[src/rtl/b64c_pkg.sv]
// Shared types and constants for the base64 stream codec.
package b64c_pkg;

  // Pad character of the base64 alphabet
  localparam logic [7:0] PAD_CHAR = 8'h3D;

  // Codec modes
  typedef enum logic {
    MODE_ENCODE = 1'b0,
    MODE_DECODE = 1'b1
  } mode_t;

  // Input request payload
  typedef struct packed {
    logic [7:0] in_byte;
    logic       in_last;
  } in_item_t;

  // Output request payload
  typedef struct packed {
    logic [7:0] out_byte;
    logic       out_last;
  } out_item_t;

  // One gathered group, handed from front to back.
  // num: encode - bytes held (1..3); decode - bytes to emit (1..3).
  typedef struct packed {
    mode_t       mode;
    logic [23:0] bits;
    logic [1:0]  num;
    logic        last;
  } grp_rec_t;

endpackage

[src/rtl/b64c_front.sv]
// Front end: accepts input requests, gathers groups and queues finished ones.
module b64c_front (
  input  logic                clk,
  input  logic                rst_n,
  input  logic                cfg_we,
  input  logic                cfg_wdata,
  input  logic                in_valid,
  output logic                in_ready,
  input  b64c_pkg::in_item_t  in_data,
  input  logic                q_full,
  output logic                q_push,
  output b64c_pkg::grp_rec_t  q_rec
);

  // Map an alphabet character to its 6-bit value; unknown and pad map to zero
  function automatic logic [5:0] char_value(input logic [7:0] c);
    logic [7:0] v;
    begin
      v = 8'd0;
      if (c >= 8'h41 && c <= 8'h5A) v = c - 8'h41;
      else if (c >= 8'h61 && c <= 8'h7A) v = c - 8'h61 + 8'd26;
      else if (c >= 8'h30 && c <= 8'h39) v = c - 8'h30 + 8'd52;
      else if (c == 8'h2B) v = 8'd62;
      else if (c == 8'h2F) v = 8'd63;
      return v[5:0];
    end
  endfunction

  b64c_pkg::mode_t mode_r, mode_nxt;
  logic [23:0]     bits_r, bits_nxt;
  logic [1:0]      gc_r, gc_nxt;
  logic            pad_r, pad_nxt;

  logic            accept;
  logic [23:0]     bits_new;
  logic [5:0]      val;
  logic            is_pad;
  logic            pad_new;
  logic [1:0]      trim;

  assign in_ready = !q_full;
  assign accept   = in_valid && in_ready;
  assign val      = char_value(in_data.in_byte);
  assign is_pad   = (in_data.in_byte == b64c_pkg::PAD_CHAR);

  // Merge the incoming item into the group
  always_comb begin
    bits_new = bits_r;
    if (mode_r == b64c_pkg::MODE_ENCODE) begin
      case (gc_r)
        2'd0:    bits_new[23:16] = in_data.in_byte;
        2'd1:    bits_new[15:8]  = in_data.in_byte;
        default: bits_new[7:0]   = in_data.in_byte;
      endcase
    end else begin
      case (gc_r)
        2'd0:    bits_new[23:18] = val;
        2'd1:    bits_new[17:12] = val;
        2'd2:    bits_new[11:6]  = val;
        default: bits_new[5:0]   = val;
      endcase
    end
  end

  assign pad_new = pad_r || (gc_r == 2'd2 && is_pad);
  // final group trims one byte per pad in the third and fourth positions
  assign trim    = in_data.in_last ? ({1'b0, pad_r} + {1'b0, is_pad}) : 2'd0;

  // Group state update and push decision
  always_comb begin
    mode_nxt   = mode_r;
    bits_nxt   = bits_r;
    gc_nxt     = gc_r;
    pad_nxt    = pad_r;
    q_push     = 1'b0;
    q_rec.mode = mode_r;
    q_rec.bits = bits_new;
    q_rec.num  = gc_r + 2'd1;
    q_rec.last = in_data.in_last;
    if (cfg_we) begin
      mode_nxt = b64c_pkg::mode_t'(cfg_wdata);
      bits_nxt = 24'd0;
      gc_nxt   = 2'd0;
      pad_nxt  = 1'b0;
    end else if (accept) begin
      if (mode_r == b64c_pkg::MODE_ENCODE) begin
        if (gc_r == 2'd2 || in_data.in_last) begin
          q_push   = 1'b1;
          bits_nxt = 24'd0;
          gc_nxt   = 2'd0;
        end else begin
          bits_nxt = bits_new;
          gc_nxt   = gc_r + 2'd1;
        end
      end else begin
        if (gc_r == 2'd3) begin
          q_push    = 1'b1;
          q_rec.num = 2'd3 - trim;
          bits_nxt  = 24'd0;
          gc_nxt    = 2'd0;
          pad_nxt   = 1'b0;
        end else if (in_data.in_last) begin
          // incomplete final group is dropped
          bits_nxt = 24'd0;
          gc_nxt   = 2'd0;
          pad_nxt  = 1'b0;
        end else begin
          bits_nxt = bits_new;
          gc_nxt   = gc_r + 2'd1;
          pad_nxt  = pad_new;
        end
      end
    end
  end

  always_ff @(posedge clk) begin
    if (!rst_n) begin
      mode_r <= b64c_pkg::MODE_ENCODE;
      bits_r <= 24'd0;
      gc_r   <= 2'd0;
      pad_r  <= 1'b0;
    end else begin
      mode_r <= mode_nxt;
      bits_r <= bits_nxt;
      gc_r   <= gc_nxt;
      pad_r  <= pad_nxt;
    end
  end

endmodule

[src/rtl/b64c_fifo.sv]
// Short queue of gathered groups between front and back.
module b64c_fifo #(
  parameter int DEPTH = 4
) (
  input  logic               clk,
  input  logic               rst_n,
  input  logic               push,
  input  b64c_pkg::grp_rec_t push_rec,
  output logic               full,
  input  logic               pop,
  output logic               head_valid,
  output b64c_pkg::grp_rec_t head_rec
);

  localparam int AW = (DEPTH > 1) ? $clog2(DEPTH) : 1;
  localparam int CW = $clog2(DEPTH + 1);

  b64c_pkg::grp_rec_t mem_r [DEPTH];
  logic [AW-1:0]      wr_ptr_r, wr_ptr_nxt;
  logic [AW-1:0]      rd_ptr_r, rd_ptr_nxt;
  logic [CW-1:0]      count_r, count_nxt;

  assign full       = (count_r == CW'(DEPTH));
  assign head_valid = (count_r != '0);
  assign head_rec   = mem_r[rd_ptr_r];

  // Pointer and occupancy update
  always_comb begin
    wr_ptr_nxt = wr_ptr_r;
    rd_ptr_nxt = rd_ptr_r;
    count_nxt  = count_r;
    if (push) wr_ptr_nxt = (wr_ptr_r == AW'(DEPTH - 1)) ? '0 : wr_ptr_r + AW'(1);
    if (pop)  rd_ptr_nxt = (rd_ptr_r == AW'(DEPTH - 1)) ? '0 : rd_ptr_r + AW'(1);
    if (push && !pop)      count_nxt = count_r + CW'(1);
    else if (pop && !push) count_nxt = count_r - CW'(1);
  end

  always_ff @(posedge clk) begin
    if (!rst_n) begin
      wr_ptr_r <= '0;
      rd_ptr_r <= '0;
      count_r  <= '0;
    end else begin
      wr_ptr_r <= wr_ptr_nxt;
      rd_ptr_r <= rd_ptr_nxt;
      count_r  <= count_nxt;
    end
  end

  // Storage, no reset
  always_ff @(posedge clk) begin
    if (push) mem_r[wr_ptr_r] <= push_rec;
  end

`ifndef SYNTH
  a_no_push_full: assert property (@(posedge clk) disable iff (!rst_n) !(push && full))
    else $error("group pushed into full queue");
  a_no_pop_empty: assert property (@(posedge clk) disable iff (!rst_n) !(pop && !head_valid))
    else $error("group popped from empty queue");
  a_count_range: assert property (@(posedge clk) disable iff (!rst_n) count_r <= CW'(DEPTH))
    else $error("queue occupancy out of range");
  a_reset_empty: assert property (@(posedge clk) $past(!rst_n) |-> count_r == '0)
    else $error("queue not empty after reset");
`endif

endmodule

[src/rtl/b64c_back.sv]
// Back end: expands queued groups into output requests, one byte per cycle while out_ready holds.
module b64c_back (
  input  logic                clk,
  input  logic                rst_n,
  input  logic                head_valid,
  input  b64c_pkg::grp_rec_t  head_rec,
  output logic                pop,
  output logic                out_valid,
  input  logic                out_ready,
  output b64c_pkg::out_item_t out_data
);

  // Map a 6-bit value to its alphabet character
  function automatic logic [7:0] alph_char(input logic [5:0] idx);
    logic [7:0] i;
    begin
      i = {2'b00, idx};
      if (i < 8'd26)      return 8'h41 + i;
      else if (i < 8'd52) return 8'h61 + i - 8'd26;
      else if (i < 8'd62) return 8'h30 + i - 8'd52;
      else if (i == 8'd62) return 8'h2B;
      else return 8'h2F;
    end
  endfunction

  logic [1:0]          k_r, k_nxt;
  logic                out_valid_r, out_valid_nxt;
  b64c_pkg::out_item_t out_data_r, out_data_nxt;

  logic [1:0]          last_k;
  logic                is_final;
  logic                load;
  logic [5:0]          sextet;
  logic [7:0]          dec_byte;
  logic [7:0]          cur_byte;

  assign last_k   = (head_rec.mode == b64c_pkg::MODE_DECODE) ? head_rec.num - 2'd1 : 2'd3;
  assign is_final = (k_r == last_k);
  assign load     = !out_valid_r || out_ready;
  assign pop      = head_valid && load && is_final;

  // Select the field of the group for position k
  always_comb begin
    case (k_r)
      2'd0:    sextet = head_rec.bits[23:18];
      2'd1:    sextet = head_rec.bits[17:12];
      2'd2:    sextet = head_rec.bits[11:6];
      default: sextet = head_rec.bits[5:0];
    endcase
    case (k_r)
      2'd0:    dec_byte = head_rec.bits[23:16];
      2'd1:    dec_byte = head_rec.bits[15:8];
      default: dec_byte = head_rec.bits[7:0];
    endcase
  end

  // Encode pads the tail of a short group
  always_comb begin
    if (head_rec.mode == b64c_pkg::MODE_DECODE) begin
      cur_byte = dec_byte;
    end else if ((k_r == 2'd2 && head_rec.num < 2'd2) ||
                 (k_r == 2'd3 && head_rec.num < 2'd3)) begin
      cur_byte = b64c_pkg::PAD_CHAR;
    end else begin
      cur_byte = alph_char(sextet);
    end
  end

  // Output register and position counter
  always_comb begin
    k_nxt         = k_r;
    out_valid_nxt = out_valid_r;
    out_data_nxt  = out_data_r;
    if (load) begin
      out_valid_nxt = head_valid;
      if (head_valid) begin
        out_data_nxt.out_byte = cur_byte;
        out_data_nxt.out_last = head_rec.last && is_final;
        k_nxt                 = is_final ? 2'd0 : k_r + 2'd1;
      end
    end
  end

  always_ff @(posedge clk) begin
    if (!rst_n) begin
      k_r         <= 2'd0;
      out_valid_r <= 1'b0;
    end else begin
      k_r         <= k_nxt;
      out_valid_r <= out_valid_nxt;
    end
  end

  always_ff @(posedge clk) begin
    out_data_r <= out_data_nxt;
  end

  assign out_valid = out_valid_r;
  assign out_data  = out_data_r;

`ifndef SYNTH
  a_k_idle_zero: assert property (@(posedge clk) disable iff (!rst_n) !head_valid |-> k_r == 2'd0)
    else $error("position counter moved without a queued group");
  a_k_bound: assert property (@(posedge clk) disable iff (!rst_n) head_valid |-> k_r <= last_k)
    else $error("position counter past end of group");
  a_last_on_pop: assert property (@(posedge clk) disable iff (!rst_n)
      (load && head_valid && head_rec.last && !is_final) |=> !out_data_r.out_last)
    else $error("last flag set before end of group");
`endif

endmodule

[src/rtl/base64_stream_codec.sv]
// Top level of the base64 stream codec: front end, group queue, back end.
// A completing input request enters the group queue, then its first result is
// registered in the back end. Throughput: one input request per cycle while the
// queue has room; one output per cycle while out_ready holds, set by the back end's
// single output register; decode takes one input per cycle, encode 3 per 4 outputs.
// Reset (rst_n, synchronous): mode encode, group and queue empty, no output.
module base64_stream_codec #(
  parameter int FIFO_DEPTH = 4
) (
  input  logic                clk,
  input  logic                rst_n,
  input  logic                cfg_we,
  input  logic                cfg_wdata,
  input  logic                in_valid,
  output logic                in_ready,
  input  b64c_pkg::in_item_t  in_data,
  output logic                out_valid,
  input  logic                out_ready,
  output b64c_pkg::out_item_t out_data
);

  logic               q_full;
  logic               q_push;
  b64c_pkg::grp_rec_t q_rec;
  logic               q_pop;
  logic               q_head_valid;
  b64c_pkg::grp_rec_t q_head;

  b64c_front u_front (
    .clk       (clk),
    .rst_n     (rst_n),
    .cfg_we    (cfg_we),
    .cfg_wdata (cfg_wdata),
    .in_valid  (in_valid),
    .in_ready  (in_ready),
    .in_data   (in_data),
    .q_full    (q_full),
    .q_push    (q_push),
    .q_rec     (q_rec)
  );

  b64c_fifo #(
    .DEPTH (FIFO_DEPTH)
  ) u_fifo (
    .clk        (clk),
    .rst_n      (rst_n),
    .push       (q_push),
    .push_rec   (q_rec),
    .full       (q_full),
    .pop        (q_pop),
    .head_valid (q_head_valid),
    .head_rec   (q_head)
  );

  b64c_back u_back (
    .clk        (clk),
    .rst_n      (rst_n),
    .head_valid (q_head_valid),
    .head_rec   (q_head),
    .pop        (q_pop),
    .out_valid  (out_valid),
    .out_ready  (out_ready),
    .out_data   (out_data)
  );

endmodule

[config.mk]
export PLATFORM = sky130hd
export DESIGN_NAME = base64_stream_codec
export DESIGN_NICKNAME = d
export VERILOG_FILES = /design/src/rtl/b64c_pkg.sv /design/src/rtl/b64c_front.sv /design/src/rtl/b64c_fifo.sv /design/src/rtl/b64c_back.sv /design/src/rtl/base64_stream_codec.sv
export SDC_FILE = /design/constraint.sdc
export NUM_CORES = 1
export LEC_CHECK = 0
export ABC_AREA = 0
export ABC_CLOCK_PERIOD_IN_PS = 4710
export BUFFER_PORTS_ARGS = -buffer_cell sky130_fd_sc_hd__buf_2
export CORE_MARGIN = 1
export CORE_UTILIZATION = 60
export CTS_CLUSTER_DIAMETER = 200
export DETAILED_ROUTE_END_ITERATION = 8
export PLACE_DENSITY = 0.76
export SLEW_MARGIN = 30
export SYNTH_ARGS = -nofsm -noshare
export SYNTH_HDL_FRONTEND = slang
export SYNTH_SLANG_ARGS = --single-unit
export TNS_END_PERCENT = 30
[constraint.sdc]
create_clock -name clk -period 4.71 [get_ports clk]
set_input_delay 0.2355 -clock clk [delete_from_list [all_inputs] [get_ports clk]]
set_output_delay 0.2355 -clock clk [all_outputs]
set_load 0.03 [all_outputs]
==> metrics.txt <==
mean post-synth cell area ~11 sq um; setup violators final 0; Antenna Diode Count 0; CTS Buf Count 17; total power between 4 and 5 mW; R2R depth 14; DR vias/cell 6.61; Synth Flop Type edfxtp_1; per-cell routed wire length ~22 um; core footprint approximately 14000 sq um; top-area cell type share of the netlist area just over 40%; most common cell after layout, fill and taps aside edfxtp_1; Clk Latency, worst-skew pair ~0.43 ns; worst path required time around 5.1 ns; simple-gate area share of the yosys netlist between 10 and 15%; Die H roughly 120 um; clock root buffer clkbuf_16; final instance area ~9700 sq um; H-tree lvl count 4; asr flop ratio synth 0%; detailed-placement wirelength estimate between 15 and 20 mm; area grow syn2layout 10.4%; worst hold path type input port to flip-flop; Cell Rows 43; Final Hold Vio Count 0; fraction of the mapped netlist area in adder cells 4.91%; arrival time at the worst endpoint approximately 4.3 ns; first-pass GRT wire length 33.7 mm; CP Cell Sequence buf_4 > mux4_2 > ha_1 > nor3_1 > a32o_1 > a32oi_1 > nor2_1 > inv_1 > ha_1 > inv_1 > fa_1 > xor2_1 > or3_1 > a21boi_0; initial DRC count 601; CTS tree yes; Tmin final approximately 4 ns; dominant cell type by area after synthesis edfxtp_1; final cell count without fillers 988; nature of the critical path endpoint flip-flop; Compound-Gate Fraction of Synth Area ~17%; Seq/Total Area, Yosys between 50% and 60%; most frequent cells in the layout edfxtp_1 (121), nor2_1 (54), nand2_1 (49); Synth Register Bits 161; Post-DRT Antenna Nets 0; Total Wirelength between 20 and 25 mm; drt drc 0; fillers just over 1k; die area 15200 sq um; Buf/Inv on CP 3; XOR/XNOR Fraction of Synth Area 0.794%; max cap viols 0; RSZ-0062 raised after global routing no; critical path depth in cells 14; # port buffers 25; layout net count 844; min setup slack post-route between 0.7 and 0.8 ns; status complete, no violations; hold_ws 0.0921 ns; CP max FO 24; Global Route Usage Sum just over 30%; Place WS approximately 0.82 ns; gp weighted congestion 0.938; Initial Util 62.6%; share of layout cells above drive strength 1 14.2%; Worst R2R End u_fifo.count_r[2]; die width around 120 um; VDD IR-drop max around 0.00029 V; Util after Layout between 60% and 70%; Post-Syn Area ~9000 sq um; initial antenna violation count 0; flop2flop setup slack between 0.7 and 0.8 ns; Reg clk slew, reported paths 0.06 ns; global route overflow 0; Least-Margin Pin Slew a little under 1 ns; multi-input logic area between 4000 and 5000 sq um; synthesized instance count about 780; DR vias between 6k and 7k; Slew headroom 34.9%; vias in the first global route between 6k and 7k; Crit Path Category flip-flop to flip-flop; PostCTS Resize Cnt 0; Setup Fix Bufs, Post-CTS 0; clk_skew between 0.008 and 0.009 ns; Leak Pwr roughly 3.4 nW; syn nets just over 800; maximum buffer depth of the clock tree 2; # clock sinks 161; Seq. cell area ~4400 sq um; area post-placement 9060 sq um; synth unique cells 80; Slew Viols, Final 0; number of synthesized flops with an enable pin around 120; startpoint types flip-flop; Final Cycle Share between 80% and 90%; Hold-fix buffers, CTS 0; FMAX about 250 MHz; Sum Neg Setup Slack 0 ns; crit path max-delay cell type mux4_2; largest family of logic cells by synthesized area compound AO/OA/AOI/OAI gates; CP delay by family, top adder cells; synth warn 0; DRT Pass-1 Iters 5; crit-path max cell delay 0.58 ns; Power Density roughly 460 nW/um^2; mux contribution to synthesized area under 10%; Top Ports 26; Synth area leaders edfxtp_1 (41%), dfxtp_1 (9.1%), ha_1 (4.7%), mux2i_1 (4.5%), mux4_2 (3.1%); placed cells around 960; Critical Path Sink u_fifo.count_r[2]; largest net degree at the start of global routing slightly above 50
-- cell families after synthesis --
kind of cell	count (synthesis)
AOI/OAI and AO/OA	215
xor gates and xnor gates	8
adders and majority gates	34
buffers and inverters	79
DFF	161
muxes	66
and+or+nand+nor	219
-- Yosys cell counts, types with 26 or more instances --
| cell | n |
|---|---|
| ha_1 | 33 |
| clkbuf_1 | 34 |
| nand2_1 | 49 |
| inv_1 | 31 |
| nor2_1 | 54 |
| o21ai_0 | 40 |
| dfxtp_1 | 40 |
| mux2i_1 | 40 |
| nor2b_1 | 26 |
| a21oi_1 | 35 |
| edfxtp_1 | 121 |
-- registers in the layout, summed over array words and instances, names as in the netlist, named ones only --
signal and count:
u_front.gc_r 2, u_front.pad_r 1, u_fifo.rd_ptr_r 2, u_front.mode_r 1, u_back.out_data 9, u_fifo.wr_ptr_r 2, u_fifo.count_r 3, u_back.k_r 2
u_back.out_valid 1, u_fifo.mem_r 112, u_front.bits_r 24
-- final cells by class --
| cell class | instances | area share [%] |
|---|---|---|
| flip-flops and latches | 161 | 45.5 |
| multi-input cells | 542 | 41.5 |
| clock buffers | 19 | 4.45 |
| repair buffers | 42 | 2.60 |
| clock inverters | 13 | 2.38 |
| well taps | 180 | 2.31 |
| inverters | 31 | 1.19 |
-- worst min path at each step --
stage                     cells after the start                from                 end
final                                         3           cfg_wdata      u_front.mode_r
after global routing                          3           cfg_wdata      u_front.mode_r
after CTS                                     3           cfg_wdata      u_front.mode_r
after detailed placement                      2  u_front.bits_r[20]  u_front.bits_r[20]
after global placement                        2  u_front.bits_r[18]  u_front.bits_r[18]
after floorplan                               0          in_data[0]  u_fifo.mem_r[0][0]
-- power breakdown --
group / switching, mW / total (mW) / internal, mW
Clock: 0.564 / 1.56 / 0.998
Combinational: 0.780 / 1.21 / 0.433
Sequential: 0.0405 / 1.67 / 1.63
Total: 1.38 / 4.45 / 3.06
-- worst reg2reg max path: cells and delay by family (launching register included) --
| family | cells | cell delay [ns] |
|---|---|---|
| fa+ha+maj | 3 | 0.91 |
| compound gates | 3 | 0.81 |
| mux | 1 | 0.58 |
| simple gates | 3 | 0.52 |
| buf+inv | 3 | 0.48 |
| flops | 1 | 0.37 |
| xor+xnor | 1 | 0.19 |
-- routing by layer --
layer  vias to the layer above  GRT usage, %  part of all wire, %
li1                       3000             -                    -
met1                      3198          39.2                   41
met2                       271          49.4                   49
met3                        61          5.86                  6.7
met4                         0          13.4                  3.4
met5                         -             0                    0
No activity file was read; power rests on OpenSTA's default activity.
